[src/hw/rtl/vqm_pkg.sv]
`timescale 1ns / 1ps
// shared widths, stage counts and fixed-point constants of the mos estimator
package vqm_pkg;

  // port field widths
  localparam int unsigned LOSS_W  = 17;
  localparam int unsigned BURST_W = 24;
  localparam int unsigned MOS_W   = 15;

  // internal datapath widths
  localparam int unsigned PCT_W = 7;
  localparam int unsigned BPL_W = 21;
  localparam int unsigned PL_W  = 23;
  localparam int unsigned NUM_W = 47;
  localparam int unsigned DEN_W = 45;
  localparam int unsigned DVD_W = 63;
  localparam int unsigned Q_W   = 19;
  localparam int unsigned M95_W = 26;
  localparam int unsigned RF_W  = 27;
  localparam int unsigned R_W   = 24;
  // r squared reaches 93.2^2 in q32, which needs 46 bits
  localparam int unsigned RR_W  = 46;
  localparam int unsigned R2_W  = 30;
  localparam int unsigned R3F_W = 54;
  // r cubed reaches 93.2^3 in q16, signed
  localparam int unsigned R3_W  = 37;
  localparam int unsigned C1_W  = 36;
  localparam int unsigned C2_W  = 29;
  localparam int unsigned C3_W  = 22;
  localparam int unsigned P1_W  = 61;
  localparam int unsigned P2_W  = 58;
  localparam int unsigned P3_W  = 59;
  localparam int unsigned ACC_W = 64;
  localparam int unsigned RND_SH = 44;
  localparam int unsigned FRAC_SH = 16;

  // pipeline stage counts
  localparam int unsigned FRONT_ST = 3;
  localparam int unsigned DIV_ST   = Q_W;
  localparam int unsigned POLY_ST  = 6;
  localparam int unsigned NUM_ST   = FRONT_ST + DIV_ST + POLY_ST;

  // input scaling
  localparam logic [LOSS_W-1:0] LOSS_ONE = 17'd65536;
  localparam logic [PCT_W-1:0]  PCT      = 7'd100;
  localparam logic [BPL_W-1:0]  BPL_Q16  = 21'd1131459;

  // r factor
  localparam logic [PCT_W-1:0]         RATE95    = 7'd95;
  localparam logic signed [R_W-1:0]    R0_Q16    = 24'sd6108362;
  localparam logic signed [R_W-1:0]    R_MIN_Q16 = -24'sd4194304;

  // cubic coefficients
  localparam logic signed [ACC_W-1:0] C0_Q56 = 64'sd148730476973985156;
  localparam logic [C1_W-1:0]         C1_Q40 = 36'd34896300042;
  localparam logic [C2_W-1:0]         C2_Q40 = 29'd392130926;
  localparam logic [C3_W-1:0]         C3_Q40 = 22'd3223141;

  // clamp limits and rounding, with c0 folded in
  localparam logic signed [ACC_W-1:0] MOS_ONE_Q56 = 64'sd72057594037927936;
  localparam logic signed [ACC_W-1:0] MOS_MAX_Q56 = 64'sd324259173170675712;
  localparam logic signed [ACC_W-1:0] SUM_LO  = MOS_ONE_Q56 - C0_Q56;
  localparam logic signed [ACC_W-1:0] SUM_HI  = MOS_MAX_Q56 - C0_Q56;
  localparam logic signed [ACC_W-1:0] RND_ADD = C0_Q56 + 64'sd8796093022208;

  localparam logic [MOS_W-1:0] MOS_ONE_Q12 = 15'd4096;
  localparam logic [MOS_W-1:0] MOS_MAX_Q12 = 15'd18432;

endpackage

[src/hw/rtl/vqm_front.sv]
`timescale 1ns / 1ps
// input scaling: loss saturation, numerator and denominator products
module vqm_front (
  input  logic                           clk_i,
  input  logic [vqm_pkg::FRONT_ST-1:0]   en_i,
  input  logic [vqm_pkg::LOSS_W-1:0]     loss_ratio_i,
  input  logic [vqm_pkg::BURST_W-1:0]    burst_ratio_i,
  output logic [vqm_pkg::DVD_W-1:0]      dvd_o,
  output logic [vqm_pkg::DEN_W-1:0]      den_o,
  output logic                           zero_o
);

  logic [vqm_pkg::LOSS_W-1:0]  lsat;

  logic [vqm_pkg::PL_W-1:0]    pl0_q;
  logic [vqm_pkg::BURST_W-1:0] b0_q;
  logic                        z0_q;

  logic [vqm_pkg::PL_W-1:0]    pl1_q;
  logic [vqm_pkg::NUM_W-1:0]   num1_q;
  logic [vqm_pkg::DEN_W-1:0]   kb1_q;
  logic                        z1_q;

  logic [vqm_pkg::DVD_W-1:0]   dvd2_q;
  logic [vqm_pkg::DEN_W-1:0]   den2_q;
  logic                        z2_q;

  // loss above one saturates to one
  assign lsat = (loss_ratio_i > vqm_pkg::LOSS_ONE) ? vqm_pkg::LOSS_ONE : loss_ratio_i;

  // stage 0: percent loss and zero detect
  always_ff @(posedge clk_i) begin
    if (en_i[0]) begin
      pl0_q <= lsat * vqm_pkg::PCT;
      b0_q  <= burst_ratio_i;
      z0_q  <= (loss_ratio_i == '0) || (burst_ratio_i == '0);
    end
  end

  // stage 1: p*b and k*b
  always_ff @(posedge clk_i) begin
    if (en_i[1]) begin
      num1_q <= pl0_q * b0_q;
      kb1_q  <= vqm_pkg::BPL_Q16 * b0_q;
      pl1_q  <= pl0_q;
      z1_q   <= z0_q;
    end
  end

  // stage 2: scaled dividend and p + k*b
  always_ff @(posedge clk_i) begin
    if (en_i[2]) begin
      dvd2_q <= {num1_q, 16'b0};
      den2_q <= {pl1_q, 16'b0} + kb1_q;
      z2_q   <= z1_q;
    end
  end

  assign dvd_o  = dvd2_q;
  assign den_o  = den2_q;
  assign zero_o = z2_q;

endmodule

[config.mk]
export PLATFORM = sky130hd
export DESIGN_NAME = vqm_front
export DESIGN_NICKNAME = d
export VERILOG_FILES = /design/src/hw/rtl/vqm_pkg.sv /design/src/hw/rtl/vqm_front.sv
export SDC_FILE = /design/constraint.sdc
export NUM_CORES = 2
export LEC_CHECK = 0
export BUFFER_PORTS_ARGS = -buffer_cell sky130_fd_sc_hd__buf_2
export CAP_MARGIN = 5
export CORE_UTILIZATION = 50
export DETAILED_ROUTE_END_ITERATION = 8
export PLACE_DENSITY_LB_ADDON = 0.12
export SLEW_MARGIN = 20
export SYNTH_ARGS = -nofsm -noshare
export SYNTH_HDL_FRONTEND = slang
export SYNTH_SLANG_ARGS = --single-unit
[constraint.sdc]
create_clock -name clk_i -period 8.7 [get_ports clk_i]
set_clock_uncertainty 0.15 [all_clocks]
set_input_delay 1.74 -clock clk_i [delete_from_list [all_inputs] [get_ports clk_i]]
set_output_delay 1.74 -clock clk_i [all_outputs]
set_load 0.02 [all_outputs]
==> flow_metrics.tcl <==
set metrics [dict create \
    status "finished, final reports clean" \
    tightest_slew_ns 1.14 \
    cts_tree "done" \
    die_x_um 266 \
    viasPerCell 5.35 \
    post_cts_buffers 0 \
    syn_to_final_growth_pct 8.01 \
    synth_xor_area_share_pct 3.01 \
    drtIter0Drc 1508 \
    first_pass_iters 7 \
    wl_per_cell_um 19.7 \
    register_area_um2 7480 \
    top_usage_layer "met2" \
    maxCapViolCount 0 \
    drv_slew 0 \
    synthMuxAreaShare_pct 0 \
    cts_buffers 30 \
    final_common_cell "inv_1" \
    cpMostUsedCell "fa_1" \
    cp_slowest_cell "edfxtp_1" \
    dp_hpwl_mm 70.7 \
    fin_nets 4542 \
    place_ws_ns 0.841 \
    synth_top_family_by_area "adder cells" \
    grt_pass1_vias 26100 \
    hold_viol 0 \
    fin_crit_sh_pct 92.2 \
    hp-start "num1_q[5]" \
    clockRootBuffer "clkbuf_16" \
    h-tree-depth 1 \
    cp_max_fo 15 \
    rows 96 \
    slew_headroom_pct 23.7 \
    min_to "dvd_o[21]" \
    met2_usage_pct 45.5 \
    synth_edf_count 249 \
    start_util_pct 50.8 \
    layout_common_cells "inv_1 (730), fa_1 (559), ha_1 (458)" \
    r2r_end "num1_q[44]" \
    r2r-start "b0_q[7]" \
    netlist_area_um2 35000 \
    cts.path.max_buffers 3 \
    critPathLaunchType "flop" \
    ioPinCount 154 \
    ant_nets 0 \
    synth_fa_ha_area_share_pct 48.4 \
    use_met3_pct 2.53 \
    track_usage_pct 25.7 \
    syn_area_per_cell_um2 10.4 \
    clk_pin_slew_ns 0.06 \
    whs_path_depth 0 \
    gr-total-overflow 0 \
    drc 0 \
    path_class "flop to flop" \
    rsz0062_at_grt "false" \
    cts.hold.buffers_added 0 \
    layout-drive-gt1-share_pct 7.45 \
    r2r_slack_ns 0.68 \
    max_stage_delay_ns 0.98 \
    grt_pass1_wl_mm 141 \
    ff2ff_path_depth 24 \
    yosysSeqAreaShare_pct 21.4 \
    fmax_ghz 0.125 \
    yosys_warnings 0 \
    final.setup.worst_slack_ns 0.677 \
    end_kind "flop" \
    antennaDiodeCount 0 \
    synth_cells 3372 \
    synth_compound_area_share_pct 6.60 \
    hold_class "flop to flop" \
    critPathRequiredTime_ns 8.88 \
    setup_viol 0 \
    async_reset_ff_share_pct 0 \
    coreArea_um2 68800 \
    numPortBuffers 135 \
    num_vias 23700 \
    fin_crit_ns 8.02 \
    grt_use_met1_pct 32.6 \
    grt_antenna_before_repair 2 \
    cts_resized 0 \
    synth-simple-area-share_pct 11.0 \
    synthFlopType "edfxtp_1" \
    clock-sinks 249 \
    place.gp.congestion 0.916 \
    fillers 6173 \
    synth_cell_types 64 \
    grt_max_degree 59 \
    ys_seq_elements 249 \
    cp_cell_sequence "buf_4 -> nand2_1 -> fa_1 -> inv_1 -> fa_1 -> inv_1 -> fa_1 -> inv_1 -> fa_1 -> fa_1 -> fa_1 -> inv_1 -> fa_1 -> inv_1 -> ha_1 -> a21o_1 -> a21o_1 -> a21oi_1 -> and3_1 -> o211ai_1 -> a21oi_1 -> o21a_1 -> o41ai_2 -> xor2_1" \
    die_h_um 266 \
    wirelength_mm 87.2 \
    die-area_um2 71000 \
    multi_input_area_um2 24200 \
    arrival_ns 8.20 \
    clk_latency_ns 0.65 \
    fin_setup_tns_ns 0 \
]
[worst max path at each step]
stage / from / end / cells after the start
CTS: b0_q[7] / num1_q[44] / 24
detailed placement: b0_q[7] / num1_q[44] / 24
global route: pl0_q[14] / num1_q[46] / 21
finish: b0_q[7] / num1_q[44] / 24
floorplan: b0_q[10] / num1_q[33] / 23
global placement: pl0_q[14] / num1_q[46] / 21
[metal layers]
metal / wire, µm / vias up
li1: - / 10800
met1: 36000 / 12100
met2: 43800 / 609
met3: 3930 / 182
met4: 3470 / 0
met5: 0 / -
[through the flow]
stage	cells	util, %	instance area [µm²]	hold WS [ns]
floorplan	3389	-	35000	0.250
global placement	4375	53.3	36700	0.251
detailed placement	4379	53.4	36800	0.255
CTS	4435	54.9	37800	0.221
global route	4435	54.9	37800	0.248
finish	4435	54.9	37800	0.226
[synthesized netlist by cell type (3+ instances only)]
cell	count	area share, %
ha_1	458	16
buf_4	18	0.39
a41oi_1	3	0.075
xor2_1	30	0.75
o21bai_1	17	0.37
and4_1	8	0.20
a221oi_1	3	0.075
or3_1	3	0.054
xnor2_1	90	2.3
nand4_1	17	0.30
o211ai_1	12	0.26
nor2_1	60	0.64
inv_1	730	7.8
a211o_1	6	0.15
nand2_1	316	3.4
a21o_1	67	1.4
fa_1	559	32
nor2b_1	13	0.23
o21ai_0	50	0.72
nor3b_1	3	0.064
nand3_1	32	0.46
nand2b_1	5	0.089
buf_2	5	0.072
o41ai_2	3	0.14
and3_1	13	0.23
clkbuf_1	114	1.2
o2111ai_1	5	0.13
edfxtp_1	249	21
a211oi_1	7	0.15
nor3_1	11	0.16
a311oi_1	3	0.075
o21a_1	14	0.30
o21ai_1	5	0.072
and2_1	269	4.8
a21boi_0	3	0.064
a21oi_1	110	1.6
nor4_1	11	0.20
a31oi_1	16	0.29
[registers in the layout (all words and copies together), names as in the netlist]
signal and cells:
den_o 45, z1_q 1, pl0_q 21, pl1_q 21, z0_q 1, zero_o 1
kb1_q 45, num1_q 45, b0_q 24, dvd_o 45
[cell families after synthesis]
| kind of cell | after synthesis |
|---|---|
| simple gates | 769 |
| flops | 249 |
| buf+inv | 868 |
| other cells | 1 |
| xor+xnor | 120 |
| compound gates | 348 |
| fa+ha+maj | 1017 |
[critical path: cells and delay by family (launching register included)]
kind	cells	cell delay [ns]
adder cells (fa/ha/maj)	8	3.86
AO/OA/AOI/OAI	7	1.68
AND/OR/NAND/NOR	2	0.32
flip-flops	1	0.98
buffers and inverters	6	0.57
XOR/XNOR	1	0.15
[layout make-up]
class	instances	area share [%]
Clock buffer	34	2.03
Clock inverter	22	0.563
Inverter	730	7.26
Multi-Input combinational cell	2272	64.1
Sequential cell	249	19.8
Tap cell	931	3.09
Timing Repair Buffer	197	3.14
Power is not shown: default switching activity piles up to over one toggle a cycle in this logic, so the estimate is an artifact.
