[config.mk]
export PLATFORM = sky130hd
export DESIGN_NAME = vqm_pipe_ctl
export DESIGN_NICKNAME = d
export VERILOG_FILES = /design/src/hw/rtl/vqm_pkg.sv /design/src/hw/rtl/vqm_pipe_ctl.sv
export SDC_FILE = /design/constraint.sdc
export NUM_CORES = 1
export LEC_CHECK = 0
export BUFFER_PORTS_ARGS = -buffer_cell sky130_fd_sc_hd__buf_4
export CAP_MARGIN = 25
export CORE_ASPECT_RATIO = 0.9
export CORE_MARGIN = 1.5
export CORE_UTILIZATION = 50
export DETAILED_ROUTE_END_ITERATION = 10
export HOLD_SLACK_MARGIN = 0.02
export PLACE_DENSITY = 0.77
export SKIP_LAST_GASP = 1
export SYNTH_ARGS = -nofsm -noshare
export SYNTH_HDL_FRONTEND = slang
export SYNTH_SLANG_ARGS = --single-unit
[constraint.sdc]
create_clock -name clk_i -period 1.6 [get_ports clk_i]
set_input_delay 0.24 -clock clk_i [delete_from_list [all_inputs] [get_ports clk_i]]
set_output_delay 0.24 -clock clk_i [all_outputs]
set_load 0.02 [all_outputs]
[src/hw/rtl/vqm_pkg.sv]
`timescale 1ns / 1ps
// shared widths, stage counts and fixed-point constants of the mos estimator
package vqm_pkg;

  // port field widths
  localparam int unsigned LOSS_W  = 17;
  localparam int unsigned BURST_W = 24;
  localparam int unsigned MOS_W   = 15;

  // internal datapath widths
  localparam int unsigned PCT_W = 7;
  localparam int unsigned BPL_W = 21;
  localparam int unsigned PL_W  = 23;
  localparam int unsigned NUM_W = 47;
  localparam int unsigned DEN_W = 45;
  localparam int unsigned DVD_W = 63;
  localparam int unsigned Q_W   = 19;
  localparam int unsigned M95_W = 26;
  localparam int unsigned RF_W  = 27;
  localparam int unsigned R_W   = 24;
  // r squared reaches 93.2^2 in q32, which needs 46 bits
  localparam int unsigned RR_W  = 46;
  localparam int unsigned R2_W  = 30;
  localparam int unsigned R3F_W = 54;
  // r cubed reaches 93.2^3 in q16, signed
  localparam int unsigned R3_W  = 37;
  localparam int unsigned C1_W  = 36;
  localparam int unsigned C2_W  = 29;
  localparam int unsigned C3_W  = 22;
  localparam int unsigned P1_W  = 61;
  localparam int unsigned P2_W  = 58;
  localparam int unsigned P3_W  = 59;
  localparam int unsigned ACC_W = 64;
  localparam int unsigned RND_SH = 44;
  localparam int unsigned FRAC_SH = 16;

  // pipeline stage counts
  localparam int unsigned FRONT_ST = 3;
  localparam int unsigned DIV_ST   = Q_W;
  localparam int unsigned POLY_ST  = 6;
  localparam int unsigned NUM_ST   = FRONT_ST + DIV_ST + POLY_ST;

  // input scaling
  localparam logic [LOSS_W-1:0] LOSS_ONE = 17'd65536;
  localparam logic [PCT_W-1:0]  PCT      = 7'd100;
  localparam logic [BPL_W-1:0]  BPL_Q16  = 21'd1131459;

  // r factor
  localparam logic [PCT_W-1:0]         RATE95    = 7'd95;
  localparam logic signed [R_W-1:0]    R0_Q16    = 24'sd6108362;
  localparam logic signed [R_W-1:0]    R_MIN_Q16 = -24'sd4194304;

  // cubic coefficients
  localparam logic signed [ACC_W-1:0] C0_Q56 = 64'sd148730476973985156;
  localparam logic [C1_W-1:0]         C1_Q40 = 36'd34896300042;
  localparam logic [C2_W-1:0]         C2_Q40 = 29'd392130926;
  localparam logic [C3_W-1:0]         C3_Q40 = 22'd3223141;

  // clamp limits and rounding, with c0 folded in
  localparam logic signed [ACC_W-1:0] MOS_ONE_Q56 = 64'sd72057594037927936;
  localparam logic signed [ACC_W-1:0] MOS_MAX_Q56 = 64'sd324259173170675712;
  localparam logic signed [ACC_W-1:0] SUM_LO  = MOS_ONE_Q56 - C0_Q56;
  localparam logic signed [ACC_W-1:0] SUM_HI  = MOS_MAX_Q56 - C0_Q56;
  localparam logic signed [ACC_W-1:0] RND_ADD = C0_Q56 + 64'sd8796093022208;

  localparam logic [MOS_W-1:0] MOS_ONE_Q12 = 15'd4096;
  localparam logic [MOS_W-1:0] MOS_MAX_Q12 = 15'd18432;

endpackage

[src/hw/rtl/vqm_pipe_ctl.sv]
`timescale 1ns / 1ps
// per-stage valid bits and bubble-collapsing load enables
module vqm_pipe_ctl (
  input  logic                         clk_i,
  input  logic                         rst_ni,
  input  logic                         in_valid_i,
  input  logic                         out_ready_i,
  output logic [vqm_pkg::NUM_ST-1:0]   en_o,
  output logic                         out_valid_o
);

  localparam int unsigned NS = vqm_pkg::NUM_ST;

  logic [NS-1:0] v_q;
  logic [NS-1:0] low_m;

  // a stage may load when the output drains or some stage at or after it is empty
  always_comb begin
    low_m = '0;
    for (int k = 0; k < NS; k++) begin
      low_m   = (NS'(1) << k) - NS'(1);
      en_o[k] = out_ready_i || !(&(v_q | low_m));
    end
  end

  // valid bits move with the data
  always_ff @(posedge clk_i or negedge rst_ni) begin
    if (!rst_ni) begin
      v_q <= '0;
    end else begin
      if (en_o[0]) begin
        v_q[0] <= in_valid_i;
      end
      for (int k = 1; k < NS; k++) begin
        if (en_o[k]) begin
          v_q[k] <= v_q[k-1];
        end
      end
    end
  end

  assign out_valid_o = v_q[NS-1];

endmodule

==> results of run 1 <==
## what timing repair did
item,in CTS,in global routing
hold endpoints to repair,28,0
hold buffers,1,0
resized for setup,38,25
endpoints found under the setup margin,28,33
pin swaps,18,11
cloned,2,0
setup buffers,13,11
## stage by stage
stage,utilization,setup TNS [ns]
floorplan,-,-0.573
global placement,0.714,-1.70
detailed placement,0.714,-2.56
CTS,0.834,-5.48
global route,0.914,-11.21
finish,0.914,-8.92
## power by group
group | leakage, nW | internal [mW] | switching [mW]
sequential | 0.317 | 0.767 | 0.0513
combinational | 0.617 | 0.228 | 0.228
clock | 0.0210 | 0.139 | 0.205
total | 0.955 | 1.13 | 0.484
## per-layer routing
| layer | global-route usage | up-vias | part of all wire |
|---|---|---|---|
| li1 | - | 524 | - |
| met1 | 0.348 | 573 | 0.40 |
| met2 | 0.429 | 49 | 0.54 |
| met3 | 0.0667 | 4 | 0.042 |
| met4 | 0.0792 | 0 | 0.0091 |
| met5 | 0 | - | 0 |
## placed cells by master, fill, tap and decap left out, types with 2 or more instances in the layout
cell type	synthesis	routed
and3_1	4	2
inv_2	0	4
and2_4	0	2
dfrtp_1	28	27
a31o_2	5	4
inv_1	7	3
nand4_1	5	5
nand3_4	0	2
clkbuf_4	0	3
nand2_1	11	4
nand3_2	0	4
nand3_1	10	4
nand2b_1	10	10
or2_2	5	4
and3_4	1	4
or2b_1	2	2
buf_4	1	39
nor2_1	4	3
nand2_2	0	6
a21o_1	6	6
buf_6	1	33
## cells by family after synthesis
group                  after synthesis
buffers and inverters               11
flip-flops                          28
AND/OR/NAND/NOR                     57
AO/OA/AOI/OAI                       12
## Yosys cell counts (all sizes together) (2+ instances only)
library cell  count  share of area
buf               3          0.032
and3              5          0.030
nand3            10          0.041
or2b              2          0.012
a21o              6          0.037
nand2            11          0.034
nand2b           10          0.052
nand4             5          0.026
or2               5          0.026
inv               7          0.022
nor2              4          0.012
dfrtp            28           0.58
a31o              5          0.036
## area by class of cell
type | count | area (µm²) | share of cell area
Sequential cell | 28 | 702 | 0.343
Timing Repair Buffer | 73 | 674 | 0.329
Multi-Input combinational cell | 71 | 576 | 0.281
Clock buffer | 4 | 36.3 | 0.0177
Tap cell | 27 | 33.8 | 0.0165
Inverter | 7 | 26.3 | 0.0128
## path summary, 6_finish.rpt
check	start	depth (start not counted)	slack, ns	endpoint
min in group asynchronous	rst_ni	2	0.35	v_q[24]
worst min register to register	v_q[8]	1	0.49	v_q[9]
max in group asynchronous	rst_ni	2	0.98	v_q[27]
worst max-delay path	v_q[20]	6	-0.42	en_o[9]
worst max register to register	v_q[20]	10	-0.25	v_q[9]
worst min-delay path	in_valid_i	2	0.08	v_q[0]
==> run summary, run 1 <==
run status: finished with violations
failing checks: setup timing
H-tree depth: 1
DR iter-0 viols: 26
Final Hold Viols: 0
# placed instances: 181
most used cell, CP: buf_6
adder-cell area share of the yosys netlist: 0
number of distinct library cells after synthesis: 23
initial antenna violation count: 0
Top reg by flops: v_q
Post-Route WL: 3760 µm
Fmax: 0.494 GHz
Pre-antenna DRT Iters: 4
mux share of post-synthesis cell area: 0
Hold Crit Class: input port to flip-flop
CP delay by family, top: simple AND/OR/NAND/NOR gates
Fin Hold WS: 0.0801 ns
Synth Cell Area: 1210 µm²
area grow syn2layout: 69.1%
critical path type: flip-flop to primary output
Worst VDD drop: 0.849 mV
Ant. Diodes: 0
global route overflow: 0
worst-skew pair later-pin latency: 0.33 ns
crit path cell chain: nand4_1 > nor3_4 > buf_6 > and2_4 > nand3_2 > buf_6
chip height: 49.7 µm
post-synthesis register bit count: 28
xor/xnor share of the synthesized area: 0
ys async rst share: 1.00
Crit-path slowest cell: dfrtp_1
core box area: 2240 µm²
gpl congestion: 0.834
Leak: 0.955 nW
Tmin final: 2.02 ns
FILL cells: 87
post-synthesis simple-gate area fraction: 0.283
P per Cell Area: 791 nW/µm²
crit-path max FO: 5
placed inst area: 1600 µm²
Nets: 188
crit path buf inv count: 2
die width: 54.9 µm
total track usage: 0.266
Routed Antenna Nets: 0
DR vias/cell: 5.48
via count: 1,150
Post-synth EDFFs: 0
root buf cell: clkbuf_4
FP Rows: 16
Data required, critical path: 1.36 ns
share of cells above drive strength 1: 0.623
Design Area, Final: 2050 µm²
pre-CTS setup slack: -0.271 ns
CP arrival: 1.78 ns
Seq/Total Area, Yosys: 0.579
crit start category: flip-flop
first-pass GRT wire length: 5160 µm
final cell count without fillers: 210
Reg clk slew, reported paths: 0.14 ns
number of global-route vias before repair: 1,106
clock buffers created by TritonCTS: 3
# IOs: 33
clk sinks: 28
CTS Buffer Depth: 2
CTS tree: built
Largest register FFs: 28
Tot Pwr: 1.62 mW
post-DP HPWL: 1800 µm
largest net degree at the start of global routing: 29
fin crit share: 1.26
Max-slew headroom: 0.768
RSZ-0062 raised after global routing: true
syn_area_per_cell: 11.2 µm²
post-route setup slack: -0.423 ns
initial core utilization: 0.540
Synth Flop Type: dfrtp_1
Setup Viol. Count Final: 32
Least-Margin Pin Slew: 0.348 ns
synth warn: 0
buffers added on ports: 32
biggest regs: v_q x28
Syn Inst Count: 108
Total Die Area: 2730 µm²
Setup crit end kind: primary output
main combinational cell family by area after synthesis: simple AND/OR/NAND/NOR gates
CP max stage delay: 0.41 ns
Avg WL per Cell: 17.9 µm
skew final: 0.00186 ns
syn_nets: 112
Slew Viols, Final: 0
Synth Area in Compound Gates: 0.0816
DRC: 0
maxcap violations: 0
Note: power is estimated with default switching activity, not from simulation.
==> run 2: changes to the inputs <==
--- a/config.mk
+++ b/config.mk
@@ -7,7 +7,7 @@
 export LEC_CHECK = 0
 export BUFFER_PORTS_ARGS = -buffer_cell sky130_fd_sc_hd__buf_4
 export CAP_MARGIN = 25
-export CORE_ASPECT_RATIO = 0.9
+export CORE_ASPECT_RATIO = 0.6
 export CORE_MARGIN = 1.5
 export CORE_UTILIZATION = 50
 export DETAILED_ROUTE_END_ITERATION = 10
==> run 2 against run 1 <==
The flow still finishes with violations (setup timing). Sequential share of layout area is 4.8 points higher. Power is 2.2% lower. Worst setup slack better by 0.16 ns. Register-to-register slack better by 0.24 ns. Sequential cell count unchanged. Utilization is 10 points lower. Clock power is 28% higher. Fmax up 8.4%. Global-route usage is 5.2 points lower. Largest cell class unchanged. Largest power group unchanged.
==> run summary, run 2 (same netlist as run 1, synthesis figures left out) <==
CTS tree: built (unchanged)
crit start category: flip-flop (unchanged)
switching pwr: 0.443 mW (was 0.484 mW)
chip height: 41.1 µm (was 49.7 µm)
Leak: 0.846 nW (was 0.955 nW)
crit path buf inv count: 1 (was 2)
number of global-route vias before repair: 840 (was 1,106)
CP arrival: 1.63 ns (was 1.78 ns)
worst reg-to-reg path cell count: 5 (was 10)
sequential power share: 0.520 (was 0.506)
CP delay by family, top: simple AND/OR/NAND/NOR gates (unchanged)
post-layout util: 0.809 (was 0.914)
P per Cell Area: 879 nW/µm² (was 791 nW/µm²)
DR iter-0 viols: 29 (was 26)
failing checks: setup timing (unchanged)
WHS Path Cells: 2 (unchanged)
share of cells above drive strength 1: 0.533 (was 0.623)
Least-Margin Pin Slew: 0.347 ns (was 0.348 ns)
initial antenna violation count: 0 (unchanged)
run status: finished with violations (unchanged)
Switching Fraction: 0.280 (was 0.299)
core box area: 2230 µm² (was 2240 µm²)
combinational fraction of design power: 0.202 (was 0.282)
Post-Route WL: 2820 µm (was 3760 µm)
Total Die Area: 2740 µm² (was 2730 µm²)
crit path cell chain: and3_4 > and3_1 > and3_4 > nand4_1 > buf_4 (was nand4_1 > nor3_4 > buf_6 > and2_4 > nand3_2 > buf_6)
# IOs: 33 (unchanged)
Largest register FFs: 28 (unchanged)
Routed Antenna Nets: 0 (unchanged)
crit-path max FO: 6 (was 5)
H-tree depth: 1 (unchanged)
Setup Viol. Count Final: 25 (was 32)
Crit-path slowest cell: dfrtp_1 (unchanged)
post-DP HPWL: 1860 µm (was 1800 µm)
initial core utilization: 0.544 (was 0.540)
largest net degree at the start of global routing: 29 (unchanged)
Worst VDD drop: 0.955 mV (was 0.849 mV)
Data required, critical path: 1.36 ns (about the same)
worst-skew pair later-pin latency: 0.28 ns (was 0.33 ns)
Avg WL per Cell: 14.4 µm (was 17.9 µm)
Tot Pwr: 1.58 mW (was 1.62 mW)
root buf cell: clkbuf_8 (was clkbuf_4)
post-route setup slack: -0.266 ns (was -0.423 ns)
critical path type: flip-flop to primary output (unchanged)
Tmin final: 1.87 ns (was 2.02 ns)
buffers added on ports: 32 (unchanged)
maxcap violations: 0 (unchanged)
Crit path depth: 5 (was 6)
global route overflow: 0 (unchanged)
FP Rows: 13 (was 16)
Clock Power Share: 0.278 (was 0.213)
Final Hold Viols: 0 (unchanged)
biggest regs: v_q x28 (unchanged)
Top reg by flops: v_q (unchanged)
DR vias/cell: 5.07 (was 5.48)
Slew Viols, Final: 0 (unchanged)
commonest non-fill, non-tap cell in the layout: buf_4 (unchanged)
Pre-antenna DRT Iters: 4 (unchanged)
gpl congestion: 0.713 (was 0.834)
setup_tns: -4.56 ns (was -8.92 ns)
Pint: 1.14 mW (was 1.13 mW)
Fin Hold WS: 0.144 ns (was 0.0801 ns)
most used cell, CP: and3_4 (was buf_6)
die width: 66.5 µm (was 54.9 µm)
DRC: 0 (unchanged)
RSZ-0062 raised after global routing: true (unchanged)
CP max stage delay: 0.38 ns (was 0.41 ns)
Max-slew headroom: 0.768 (about the same)
total track usage: 0.215 (was 0.266)
Fmax: 0.536 GHz (was 0.494 GHz)
fin crit share: 1.17 (was 1.26)
Setup crit end kind: primary output (unchanged)
Hold Crit Class: input port to flip-flop (unchanged)
first-pass GRT wire length: 4070 µm (was 5160 µm)
via count: 989 (was 1,150)
CTS Buffer Depth: 2 (unchanged)
Nets: 170 (was 188)
skew final: 0.00860 ns (was 0.00186 ns)
Reg clk slew, reported paths: 0.10 ns (was 0.14 ns)
highest-count cells in the layout ignoring fill and taps: 42 x buf_4, 25 x dfrtp_1, 13 x buf_6 (was 39 x buf_4, 33 x buf_6, 27 x dfrtp_1)
clk sinks: 28 (unchanged)
area grow syn2layout: 48.9% (was 69.1%)
clock buffers created by TritonCTS: 3 (unchanged)
Ant. Diodes: 0 (unchanged)
run 2: changes by cell type in the layout (fill, tap and decap cells not counted), sizes merged:
| cell | previous run | this run |
|---|---|---|
| and2 | 2 | 1 |
| buf | 72 | 55 |
run 2: layout make-up:
type	count	area, µm²
Multi-Input combinational cell	70	508
Fill cell	129	425
Sequential cell	28	704
Inverter	7	26.3
Tap cell	30	37.5
Timing Repair Buffer	56	472
Clock buffer	4	55.1
run 2: path summary, 6_finish.rpt:
| path | start | endpoint | slack, ns |
|---|---|---|---|
| worst min register to register | v_q[7] | v_q[8] | 0.49 |
| max in group asynchronous | rst_ni | v_q[18] | 0.89 |
| worst min-delay path | in_valid_i | v_q[0] | 0.14 |
| min in group asynchronous | rst_ni | v_q[14] | 0.43 |
| worst max-delay path | v_q[12] | en_o[2] | -0.27 |
| worst max register to register | v_q[12] | v_q[7] | -0.01 |
run 2: through the flow:
stage               cells  setup WS (ns)  area [µm²]
global route          195         -0.393        1800
finish                195         -0.266        1800
CTS                   189         -0.274        1710
floorplan             108         -0.133        1220
global placement      184        -0.0284        1610
detailed placement    184         -0.102        1610
run 2: what timing repair did:
action / 4_1_cts / 5_1_grt
gates resized for setup: 15 / 14
hold endpoints to repair: 28 / 0
hold buffers: 1 / 0
buffers inserted: 2 / 5
pin swaps: 5 / 2
setup endpoints to repair: 29 / 26
cloned: 0 / 1
run 2: power by group through the flow:
stage	clock network, mW	logic, mW	registers [mW]
3_5_place_dp	0	0.290	0.831
2_1_floorplan	0	0.153	0.826
4_1_cts	0.438	0.301	0.819
5_1_grt	0.471	0.344	0.831
3_3_place_gp	0	0.281	0.825
6_report	0.441	0.320	0.823
run 2: layer usage:
layer  track usage  vias up  part of all wire
met5             0        -                 0
met4        0.0459        0            0.0064
met3        0.0577        4             0.036
met2         0.363       21              0.51
met1         0.286      479              0.45
li1              -      485                 -
